===== src/i2cm_pkg.sv =====
package i2cm_pkg;

	localparam int DELAY_WIDTH_DEF = 16;
	localparam int TICKS_W         = 16;
	localparam logic [TICKS_W-1:0] TICKS_RESET = 16'd15;

	// command codes on the operation field
	localparam logic [2:0] OP_NONE  = 3'd0;
	localparam logic [2:0] OP_START = 3'd1;
	localparam logic [2:0] OP_STOP  = 3'd2;
	localparam logic [2:0] OP_WRITE = 3'd3;
	localparam logic [2:0] OP_READ  = 3'd4;

	// register index on the config port
	localparam logic REG_DELAY_TICKS = 1'b0;

	typedef struct packed {
		logic [2:0] operation;
		logic [7:0] tx_byte;
		logic       send_ack;
		logic       scl_in;
		logic       sda_in;
	} i2cm_item_t;

	typedef struct packed {
		logic       scl_out;
		logic       sda_out;
		logic       busy_res;
		logic       done_res;
		logic [7:0] rx_byte;
		logic       nack_error;
	} i2cm_res_t;

endpackage


===== src/i2cm_seq.sv =====
module i2cm_seq #(
	parameter int DELAY_WIDTH = i2cm_pkg::DELAY_WIDTH_DEF
) (
	input  logic                              clk,
	input  logic                              arst_n,
	input  logic                              step,
	input  i2cm_pkg::i2cm_item_t              item,
	input  logic [i2cm_pkg::TICKS_W-1:0]      delay_ticks,
	output i2cm_pkg::i2cm_res_t               res
);
	import i2cm_pkg::*;

	typedef enum logic [4:0] {
		S_IDLE, S_FIN,
		S_ST0, S_ST1, S_ST2, S_ST3, S_ST4,
		S_SP0, S_SP1, S_SP2, S_SP3,
		S_TX0, S_TX1, S_TX2, S_TX3, S_TX4, S_TX5, S_TX6, S_TX7,
		S_RX0, S_RX1, S_RX2, S_RX3, S_RX4, S_RX5, S_RX6, S_RX7
	} seq_state_t;

	seq_state_t             state_q;
	logic [3:0]             bit_cnt_q;
	logic [7:0]             shift_q;
	logic [DELAY_WIDTH-1:0] dly_q;
	logic                   ack_q;
	logic                   scl_q;
	logic                   sda_q;
	logic                   done_q;
	logic [7:0]             rx_hold_q;
	logic                   nack_q;

	logic [DELAY_WIDTH-1:0] dly_load;
	logic [3:0]             bit_cnt_inc;

	assign dly_load    = DELAY_WIDTH'(delay_ticks);
	assign bit_cnt_inc = bit_cnt_q + 4'd1;

	always_ff @(posedge clk or negedge arst_n) begin
		if (!arst_n) begin
			state_q   <= S_IDLE;
			bit_cnt_q <= '0;
			shift_q   <= '0;
			dly_q     <= '0;
			ack_q     <= 1'b0;
			scl_q     <= 1'b1;
			sda_q     <= 1'b1;
			done_q    <= 1'b0;
			rx_hold_q <= '0;
			nack_q    <= 1'b0;
		end else if (step) begin
			done_q <= 1'b0;
			if (state_q == S_IDLE) begin
				unique case (item.operation)
					OP_START: begin
						bit_cnt_q <= '0;
						dly_q     <= '0;
						state_q   <= S_ST0;
					end
					OP_STOP: begin
						bit_cnt_q <= '0;
						dly_q     <= '0;
						state_q   <= S_SP0;
					end
					OP_WRITE: begin
						bit_cnt_q <= '0;
						dly_q     <= '0;
						shift_q   <= item.tx_byte;
						nack_q    <= 1'b0;
						state_q   <= S_TX0;
					end
					OP_READ: begin
						bit_cnt_q <= '0;
						dly_q     <= '0;
						ack_q     <= item.send_ack;
						shift_q   <= '0;
						state_q   <= S_RX0;
					end
					default: ;
				endcase
			end else if (dly_q != '0) begin
				dly_q <= dly_q - 1'b1;
			end else begin
				unique case (state_q)
					S_FIN: begin
						done_q  <= 1'b1;
						state_q <= S_IDLE;
					end
					// start: release both, then sda low while scl high, then scl low
					S_ST0: begin sda_q <= 1'b1; dly_q <= dly_load; state_q <= S_ST1; end
					S_ST1: begin scl_q <= 1'b1; dly_q <= dly_load; state_q <= S_ST2; end
					S_ST2: begin sda_q <= 1'b0; dly_q <= dly_load; state_q <= S_ST3; end
					S_ST3: begin scl_q <= 1'b0; dly_q <= dly_load; state_q <= S_ST4; end
					S_ST4: begin dly_q <= dly_load; state_q <= S_FIN; end
					// stop: sda low, scl up, sda up
					S_SP0: begin dly_q <= dly_load; state_q <= S_SP1; end
					S_SP1: begin sda_q <= 1'b0; dly_q <= dly_load; state_q <= S_SP2; end
					S_SP2: begin scl_q <= 1'b1; dly_q <= dly_load; state_q <= S_SP3; end
					S_SP3: begin sda_q <= 1'b1; dly_q <= dly_load; state_q <= S_FIN; end
					// write, msb first
					S_TX0: begin
						sda_q   <= shift_q[7];
						shift_q <= {shift_q[6:0], 1'b0};
						dly_q   <= dly_load;
						state_q <= S_TX1;
					end
					S_TX1: begin scl_q <= 1'b1; dly_q <= dly_load; state_q <= S_TX2; end
					S_TX2: begin
						scl_q     <= 1'b0;
						bit_cnt_q <= bit_cnt_inc;
						state_q   <= (bit_cnt_inc >= 4'd8) ? S_TX3 : S_TX0;
					end
					S_TX3: begin dly_q <= dly_load; state_q <= S_TX4; end
					S_TX4: begin dly_q <= dly_load; state_q <= S_TX5; end
					S_TX5: begin sda_q <= 1'b1; dly_q <= dly_load; state_q <= S_TX6; end
					S_TX6: begin scl_q <= 1'b1; dly_q <= dly_load; state_q <= S_TX7; end
					S_TX7: begin
						// ack slot: high sda means nack, finish with a stop
						scl_q <= 1'b0;
						dly_q <= dly_load;
						if (item.sda_in) begin
							nack_q  <= 1'b1;
							state_q <= S_SP0;
						end else begin
							state_q <= S_FIN;
						end
					end
					// read
					S_RX0: begin sda_q <= 1'b1; state_q <= S_RX1; end
					S_RX1: begin scl_q <= 1'b1; dly_q <= dly_load; state_q <= S_RX2; end
					S_RX2: begin
						// hold here while the slave stretches scl
						if (item.scl_in) begin
							shift_q   <= {shift_q[6:0], item.sda_in};
							scl_q     <= 1'b0;
							dly_q     <= dly_load;
							bit_cnt_q <= bit_cnt_inc;
							state_q   <= (bit_cnt_inc >= 4'd8) ? S_RX3 : S_RX1;
						end
					end
					S_RX3: begin dly_q <= dly_load; state_q <= S_RX4; end
					S_RX4: begin sda_q <= ~ack_q; state_q <= S_RX5; end
					S_RX5: begin scl_q <= 1'b1; dly_q <= dly_load; state_q <= S_RX6; end
					S_RX6: begin scl_q <= 1'b0; dly_q <= dly_load; state_q <= S_RX7; end
					S_RX7: begin
						sda_q     <= 1'b1;
						rx_hold_q <= shift_q;
						state_q   <= S_FIN;
					end
					default: state_q <= S_IDLE;
				endcase
			end
		end
	end

	assign res.scl_out    = scl_q;
	assign res.sda_out    = sda_q;
	assign res.busy_res   = (state_q != S_IDLE);
	assign res.done_res   = done_q;
	assign res.rx_byte    = rx_hold_q;
	assign res.nack_error = nack_q;

endmodule


===== src/i2c_master_byte_engine_top.sv =====
// channel   dir  tdata fields (lsb first)                                    tuser  tlast
// s_axis    in   operation[2:0] tx_byte[10:3] send_ack[11] scl_in[12]        -      -
//                sda_in[13], zero fill to 16
// m_axis    out  scl_out[0] sda_out[1] busy_res[2] done_res[3] rx_byte[11:4] -      -
//                nack_error[12], zero fill to 16
// apb       cfg  delay_ticks at byte address 0 (pwdata[15:0])
//
// one request is one tick of the bus sequencer; one result per request
// a request is registered, then the sequencer advances one step and its state is the result
// a result leaves via the input register, then the sequencer state; requests are taken
// every clock unless m_axis stalls, as set by the single sequencer step per request;
// stalls on m_axis freeze both stages and drop s_tready in the same cycle
// arst_n clears the pipeline and puts the sequencer idle with both lines released
module i2c_master_byte_engine_top #(
	parameter int DELAY_WIDTH = i2cm_pkg::DELAY_WIDTH_DEF
) (
	input  logic        clk,
	input  logic        arst_n,
	// stream in
	input  logic        s_tvalid,
	output logic        s_tready,
	input  logic [15:0] s_tdata,   // operation, tx_byte, send_ack, scl_in, sda_in
	// stream out
	output logic        m_tvalid,
	input  logic        m_tready,
	output logic [15:0] m_tdata,   // scl_out, sda_out, busy_res, done_res, rx_byte, nack_error
	// config
	input  logic        psel,
	input  logic        penable,
	input  logic        pwrite,
	input  logic [2:0]  paddr,
	input  logic [31:0] pwdata,
	output logic [31:0] prdata,
	output logic        pready
);
	import i2cm_pkg::*;

	logic                 adv;           // whole pipeline moves this cycle
	logic                 vld_s1;
	i2cm_item_t           item_s1;
	logic                 out_vld_q;
	logic [TICKS_W-1:0]   delay_ticks_q;
	i2cm_res_t            res;

	assign adv      = !out_vld_q || m_tready;
	assign s_tready = adv;

	// config register
	assign pready = 1'b1;

	always_ff @(posedge clk or negedge arst_n) begin
		if (!arst_n) begin
			delay_ticks_q <= TICKS_RESET;
		end else if (psel && penable && pwrite && pready && paddr[2] == REG_DELAY_TICKS) begin
			delay_ticks_q <= pwdata[TICKS_W-1:0];
		end
	end

	assign prdata = (paddr[2] == REG_DELAY_TICKS) ? {{(32-TICKS_W){1'b0}}, delay_ticks_q} : '0;

	// input register
	always_ff @(posedge clk or negedge arst_n) begin
		if (!arst_n) begin
			vld_s1 <= 1'b0;
		end else if (adv) begin
			vld_s1 <= s_tvalid;
		end
	end

	always_ff @(posedge clk) begin
		if (adv && s_tvalid) begin
			item_s1.operation <= s_tdata[2:0];
			item_s1.tx_byte   <= s_tdata[10:3];
			item_s1.send_ack  <= s_tdata[11];
			item_s1.scl_in    <= s_tdata[12];
			item_s1.sda_in    <= s_tdata[13];
		end
	end

	// sequencer state doubles as the result register
	i2cm_seq #(
		.DELAY_WIDTH (DELAY_WIDTH)
	) u_seq (
		.clk         (clk),
		.arst_n      (arst_n),
		.step        (adv && vld_s1),
		.item        (item_s1),
		.delay_ticks (delay_ticks_q),
		.res         (res)
	);

	always_ff @(posedge clk or negedge arst_n) begin
		if (!arst_n) begin
			out_vld_q <= 1'b0;
		end else if (adv) begin
			out_vld_q <= vld_s1;
		end
	end

	assign m_tvalid = out_vld_q;
	assign m_tdata  = {3'b000, res.nack_error, res.rx_byte, res.done_res,
		res.busy_res, res.sda_out, res.scl_out};

endmodule


===== config.mk =====
export PLATFORM = sky130hd
export DESIGN_NAME = i2c_master_byte_engine_top
export DESIGN_NICKNAME = d
export VERILOG_FILES = /design/src/i2cm_pkg.sv /design/src/i2cm_seq.sv /design/src/i2c_master_byte_engine_top.sv
export SDC_FILE = /design/constraint.sdc
export NUM_CORES = 1
export LEC_CHECK = 0
export ABC_CLOCK_PERIOD_IN_PS = 5500
export BUFFER_PORTS_ARGS = -buffer_cell sky130_fd_sc_hd__buf_2
export CORE_MARGIN = 3
export CORE_UTILIZATION = 55
export CTS_CLUSTER_SIZE = 12
export DETAILED_ROUTE_END_ITERATION = 10
export GPL_TIMING_DRIVEN = 0
export PLACE_DENSITY = 0.81
export SLEW_MARGIN = 20
export SYNTH_ARGS = -nofsm -noshare
export SYNTH_HDL_FRONTEND = slang
export SYNTH_SLANG_ARGS = --single-unit

===== constraint.sdc =====
create_clock -name clk -period 5.5 [get_ports clk]
set_input_delay 0 -clock clk [delete_from_list [all_inputs] [get_ports clk]]
set_output_delay 0 -clock clk [all_outputs]
set_load 0.02 [all_outputs]

== Yosys cells after proc, flatten, opt, wreduce, memory -nomap -nowiden ==
Index checks and enable logic that the tools add are counted.

* Add/sub/neg operators: 2
* Magnitude comparators: 1
* Eq/ne operators: 38
* Mux-type cells: 35
* Bitwise gates (word level): 4
* Reductions and logical operators: 33

{| class="wikitable"
|+ Operators with widths
! cell !! number
|-
| 5-bit case mux with 23 select lines || 1
|-
| 16-bit two-way mux || 5
|-
| 5-bit equality test (second input constant) || 11
|-
| 5-bit by 4-bit equality test with 1-bit output (second input constant) || 8
|-
| 16-bit case mux with 2 select lines || 1
|-
| 8-bit case mux with 2 select lines || 2
|-
| 8-bit two-way mux || 3
|-
| 5-bit by 3-bit equality test with 1-bit output (second input constant) || 4
|-
| 5-bit case mux with 4 select lines || 1
|-
| 5-bit AND reduction || 4
|-
| 20-bit OR reduction || 1
|-
| 4-bit two-way mux || 4
|-
| 4-bit AND reduction || 4
|-
| 16-bit nonzero test || 1
|-
| 16-bit by 1-bit subtractor with 16-bit output (second input constant) || 1
|-
| 5-bit two-way mux || 3
|-
| 5-bit by 2-bit equality test with 1-bit output (second input constant) || 2
|-
| 1-bit two-way mux || 9
|-
| 3-bit nonzero test || 3
|-
| 4-bit case mux with 2 select lines || 1
|-
| 4-bit nonzero test || 2
|-
| 4-bit OR reduction || 2
|-
| 3-bit by 2-bit equality test with 1-bit output (second input constant) || 2
|-
| 3-bit two-way mux || 2
|-
| other kinds (26) || 36
|}

* Register bits: 78
* Input bits: 58
* Logic and storage cells: 131

== Depth between registers and ports, before layout ==
* Depth in word-level cells: 7
* Mapped depth: 8

== Hierarchy ==
Synthesis repeated with hierarchy kept, for this count alone.

* Cells, all modules: 444
* Area, all modules: 4,505.6 um2

{| class="wikitable"
|+ By module, submodules not included
! module !! instances !! cells an instance !! area each (um2) !! sequential area each (um2)
|-
| i2cm_seq || 1 || 350 || 3,071.7 || 1,153.6
|-
| i2c_master_byte_engine_top || 1 || 94 || 1,433.9 || 875.8
|}

== Least setup slack after synthesis ==
No wires, ideal clock.

* Path kind: reg-to-reg
* Start: register u_seq.state_q[0]
* End: register u_seq.dly_q[0]
* Setup time: 0.125 ns
* Data arrival time: 1.935 ns
* Data required time: 5.375 ns
* Path slack: 3.441 ns
* Cell stages (with the launch flop): 7
* Period minus slack after synthesis: 2.059 ns
* Cell sequence: dfrtp_1 -> buf_6 -> or4_4 -> a211oi_2 -> nor2_1 -> nand2_4 -> mux2_2

* Cells in the longest elaborated chain, start to end: 5
* Elaborated cells between the ends (all ways): 30

{| class="wikitable"
|+ RTL lines
! item !! line !! RTL
|-
| from (decl) || i2cm_seq.sv:21 || <nowiki>seq_state_t state_q;</nowiki>
|-
| from (signal assigned) || i2cm_seq.sv:110 || <nowiki>state_q <= (bit_cnt_inc >= 4'd8) ? S_TX3 : S_TX0;</nowiki>
|-
| 5-bit by 2-bit equality test with 1-bit output, or another cell as far along || i2cm_seq.sv:83 || <nowiki>unique case (state_q)</nowiki>
|-
| 20-bit OR reduction (no source line) || n/a ||
|-
| 16-bit case mux with 2 select lines || i2cm_seq.sv:83 ||
|-
| 16-bit two-way mux || i2cm_seq.sv:80 || <nowiki>end else if (dly_q != '0) begin</nowiki>
|-
| 16-bit two-way mux || i2cm_seq.sv:52 || <nowiki>if (state_q == S_IDLE) begin</nowiki>
|-
| to (signal assigned) || i2cm_seq.sv:81 || <nowiki>dly_q <= dly_q - 1'b1;</nowiki>
|-
| to (signal assigned) || i2cm_seq.sv:103 || <nowiki>dly_q <= dly_load;</nowiki>
|-
| to (signal assigned) || i2cm_seq.sv:119 || <nowiki>dly_q <= dly_load;</nowiki>
|-
| to (decl) || i2cm_seq.sv:24 || <nowiki>logic [DELAY_WIDTH-1:0] dly_q;</nowiki>
|}

Several ways; a longest one is shown, not always the timed one.
A chain may end at the register's enable or synchronous reset.

== Final worst setup path ==
* Start: register u_seq.dly_q[7]
* End: register u_seq.rx_hold_q[5]

* Cells in the longest elaborated chain, start to end: 3

{| class="wikitable"
|+ RTL lines
! item !! line !! RTL
|-
| 16-bit nonzero test || i2cm_seq.sv:80 ||
|-
| 1-bit NOT (no source line) || n/a ||
|-
| 4-bit AND reduction (no source line) || n/a ||
|-
| to (signal assigned) || i2cm_seq.sv:146 || <nowiki>rx_hold_q <= shift_q;</nowiki>
|-
| to (decl) || i2cm_seq.sv:29 || <nowiki>logic [7:0] rx_hold_q;</nowiki>
|}

Every way passes these cells.

==> results.yml <==
layout:
  instances_no_fill: 702
  multi_input_area_um2: 2390
  layout-drive-gt1-share_pct: 32.8
  area_growth_pct: 23.5
  seqCellArea_um2: 2030
  final_area_um2: 5820
  final.fill_count: 624
  fin_nets: 653
  antenna_cells: 0
  utilization_pct: 70.4
placed_design:
  pre_cts_ws_ns: 3.09
  placed_cell_area_um2: 5270
  dp_cells: 654
  io_buffers: 68
  place.gp.congestion: 0.931
  hpwl_mm: 8.76
worst_setup_path:
  path_max_fanout: 8
  cp.arrival_ns: 2.69
  cp_slowest_cell: "nor3_4"
  crit_family: "simple AND/OR/NAND/NOR gates"
  worst-path-buf-inv: 0
  cp_cell_sequence: "nor3_1 > and3_1 > nand3_2 > nor3_4 > mux2_2"
  cp-start-kind: "register"
  critPathKind: "reg2reg"
  slowest_delay_ns: 0.51
  crit_required_ns: 5.75
  crit_path_end_kind: "register"
synth:
  synth_seq_cells: 78
  synth_top_area_cell: "dfrtp_1"
  syn_inst: 462
  synth_cell_types: 77
  yosys.area.top_type_share_pct: 30.8
  async_flop_share_pct: 82.1
  synth.top_cells.by_area: "dfrtp_1 (31%), mux2_2 (9.1%), edfxtp_1 (8.9%)"
  synth_edf_count: 14
  seq_area_frac_synth_pct: 43.1
  yosysWarningCount: 0
  synth_area_um2: 4710
  synth_ff_type: "dfrtp_1"
  avgSynthCellArea_um2: 10.2
clock_tree:
  clockBufferDepth: 2
  numCtsBuffers: 9
  clkTransAtPathRegs_ns: 0.08
  insertion_delay_ns: 0.36
  cts-root-buf: "clkbuf_8"
  cts_tree: "built"
  holdBufCountCts: 32
  cts_sinks: 78
  cts_resized: 0
  cts_max_level: 3
  postCtsSetupRepairBufs: 0
grt:
  grt_overflow: 0
  first_global_vias: 4188
  grt_max_degree: 41
  grt_pass1_wl_mm: 20.9
  antenna_found_initial: 0
  grtUsageTotal_pct: 27.1
routing:
  vias: 4175
  ant_nets: 0
  drt-initial-drc-count: 304
  first_pass_iters: 5
  post_drt_wl_per_cell_um: 18.0
  drt_wl_total_mm: 12.6
  vias_per_cell: 5.95
  drc: 0
timing:
  max_freq_mhz: 409
  period_share_pct: 44.5
  setup_viol: 0
  slew_headroom_pct: 45.5
  drv_slew: 0
  rsz0062_at_grt: "no"
  final.setup.tns_ns: 0
  finalHoldViolations: 0
  fin_ws_ns: 3.05
  period_minus_slack_ns: 2.45
  skew_ns: 0.00784
  tightestPinTransition_ns: 0.811
die:
  start_util_pct: 57.0
  die_area_um2: 9710
  core_um2: 8260
  ios: 109
  rows: 33
  die_w_um: 98.5
  die-height_um: 98.5
run_status:
  status: "completed"
power_and_ir_drop:
  vdd_drop_max_uv: 188
  power_density_nw_per_um2: 252
  leakage_nw: 2.62
min_path:
  hold_class: "in2reg"
job:
  drv_cap: 0
layout make-up:
class,count,share of cell area (%)
flip-flops and latches,78,34.9
clock buffers,9,2.13
plain buffers,50,5.68
multi-input cells,342,41.0
well taps,105,2.26
clock inverters,7,1.63
inverters,10,0.645
repair buffers,101,11.7
worst paths after layout:
kind                                            start                              to  slack (ns)  depth (start not counted)
hold reg to reg                  item_s1[2]$_DFFE_PP_         u_seq.ack_q$_DFFE_PN0P_        0.50                          1
setup reg to reg           u_seq.dly_q[7]$_DFFE_PN0P_  u_seq.rx_hold_q[5]$_DFFE_PN0P_        3.05                          5
hold / removal                               m_tready            m_tvalid$_DFFE_PN0N_        0.04                          3
min in group asynchronous                      arst_n    delay_ticks_q[4]$_DFFE_PN0P_        0.09                          2
setup / recovery           u_seq.dly_q[7]$_DFFE_PN0P_  u_seq.rx_hold_q[5]$_DFFE_PN0P_        3.05                          5
max in group asynchronous                      arst_n         u_seq.scl_q$_DFFE_PN1P_        4.82                          3
metrics by stage:
stage	hold slack (ns)	power, W
2_1_floorplan	-0.296	0.000877
3_3_place_gp	0.177	0.000947
3_5_place_dp	-0.0703	0.000962
4_1_cts	0.00912	0.00146
5_1_grt	0.0967	0.00153
6_report	0.0371	0.00146
cells by family (layout without fill, tap and decap cells):
group / Yosys count / after routing / share of synthesized area (%)
xor+xnor: 5 / 5 / 0.930
fa+ha+maj: 3 / 3 / 0.797
compound gates: 100 / 100 / 15.8
simple gates: 167 / 167 / 20.4
mux: 47 / 47 / 11.0
flops: 78 / 78 / 43.1
other cells: 2 / 20 / 0.159
buf+inv: 60 / 177 / 7.81
cells in the mapped netlist, drive strengths merged, types with 2 or more instances:
library cell	count
o41ai	2
edfxtp	14
clkbuf	10
and2	5
dfstp	6
dfrtp	58
nor2	23
or2	2
a22oi	4
a32o	4
nand2b	7
or2b	2
nand4	4
o31ai	7
conb	2
o21ai	25
nor4	4
o31a	2
buf	40
xor2	4
and3	4
o311a	3
nor3b	2
mux2	40
nand4b	2
nand3	26
o211ai	6
mux2i	7
nor4b	2
nand2	37
ha	3
nor2b	22
inv	10
a31oi	7
a211oi	3
or3	5
o21a	3
a21oi	22
o22ai	3
nor3	14
o211a	2
or4	3
a22o	3
worst register-to-register path, cell delays in order (launching register included):
cell	delay, ns
dfrtp_1	0.46
nor3_1	0.44
and3_1	0.35
nand3_2	0.18
nor3_4	0.51
mux2_2	0.41
sequential cells by signal, indices dropped and copies added, names as in the netlist:
signal,flops
m_tvalid,1
vld_s1,1
u_seq.done_q,1
u_seq.bit_cnt_q,4
u_seq.shift_q,8
delay_ticks_q,16
u_seq.state_q,5
u_seq.rx_hold_q,8
u_seq.scl_q,1
u_seq.ack_q,1
u_seq.sda_q,1
u_seq.dly_q,16
u_seq.nack_q,1
item_s1,14
power breakdown:
group          internal (W)  total [W]  switching [W]
clock              0.000257   0.000488       0.000231
sequential         0.000646   0.000690      0.0000439
combinational      0.000131   0.000287       0.000156
metal layers:
metal | track usage [%] | up-vias | wire length [um]
li1 | - | 1898 | -
met1 | 35.4 | 2043 | 5140
met2 | 44.2 | 202 | 6260
met3 | 6.30 | 32 | 923
met4 | 9.98 | 0 | 318
met5 | 0 | - | 0
cell usage in the layout, fill, tap and decap left out, drive strengths merged, types with 5 or more instances in the layout:
master | netlist | routed
mux2i | 7 | 7
a31oi | 7 | 7
buf | 40 | 109
or3 | 5 | 5
o21ai | 25 | 25
inv | 10 | 12
dfrtp | 58 | 58
clkbuf | 10 | 19
nor3 | 14 | 14
mux2 | 40 | 40
o31ai | 7 | 7
a21oi | 22 | 22
nand2b | 7 | 7
nor2 | 23 | 23
edfxtp | 14 | 14
conb | 2 | 20
o211ai | 6 | 6
nand2 | 37 | 37
nand3 | 26 | 26
dfstp | 6 | 6
and2 | 5 | 5
dlygate4sd3 | 0 | 32
nor2b | 22 | 22
Power figures use the tool's default switching activity.
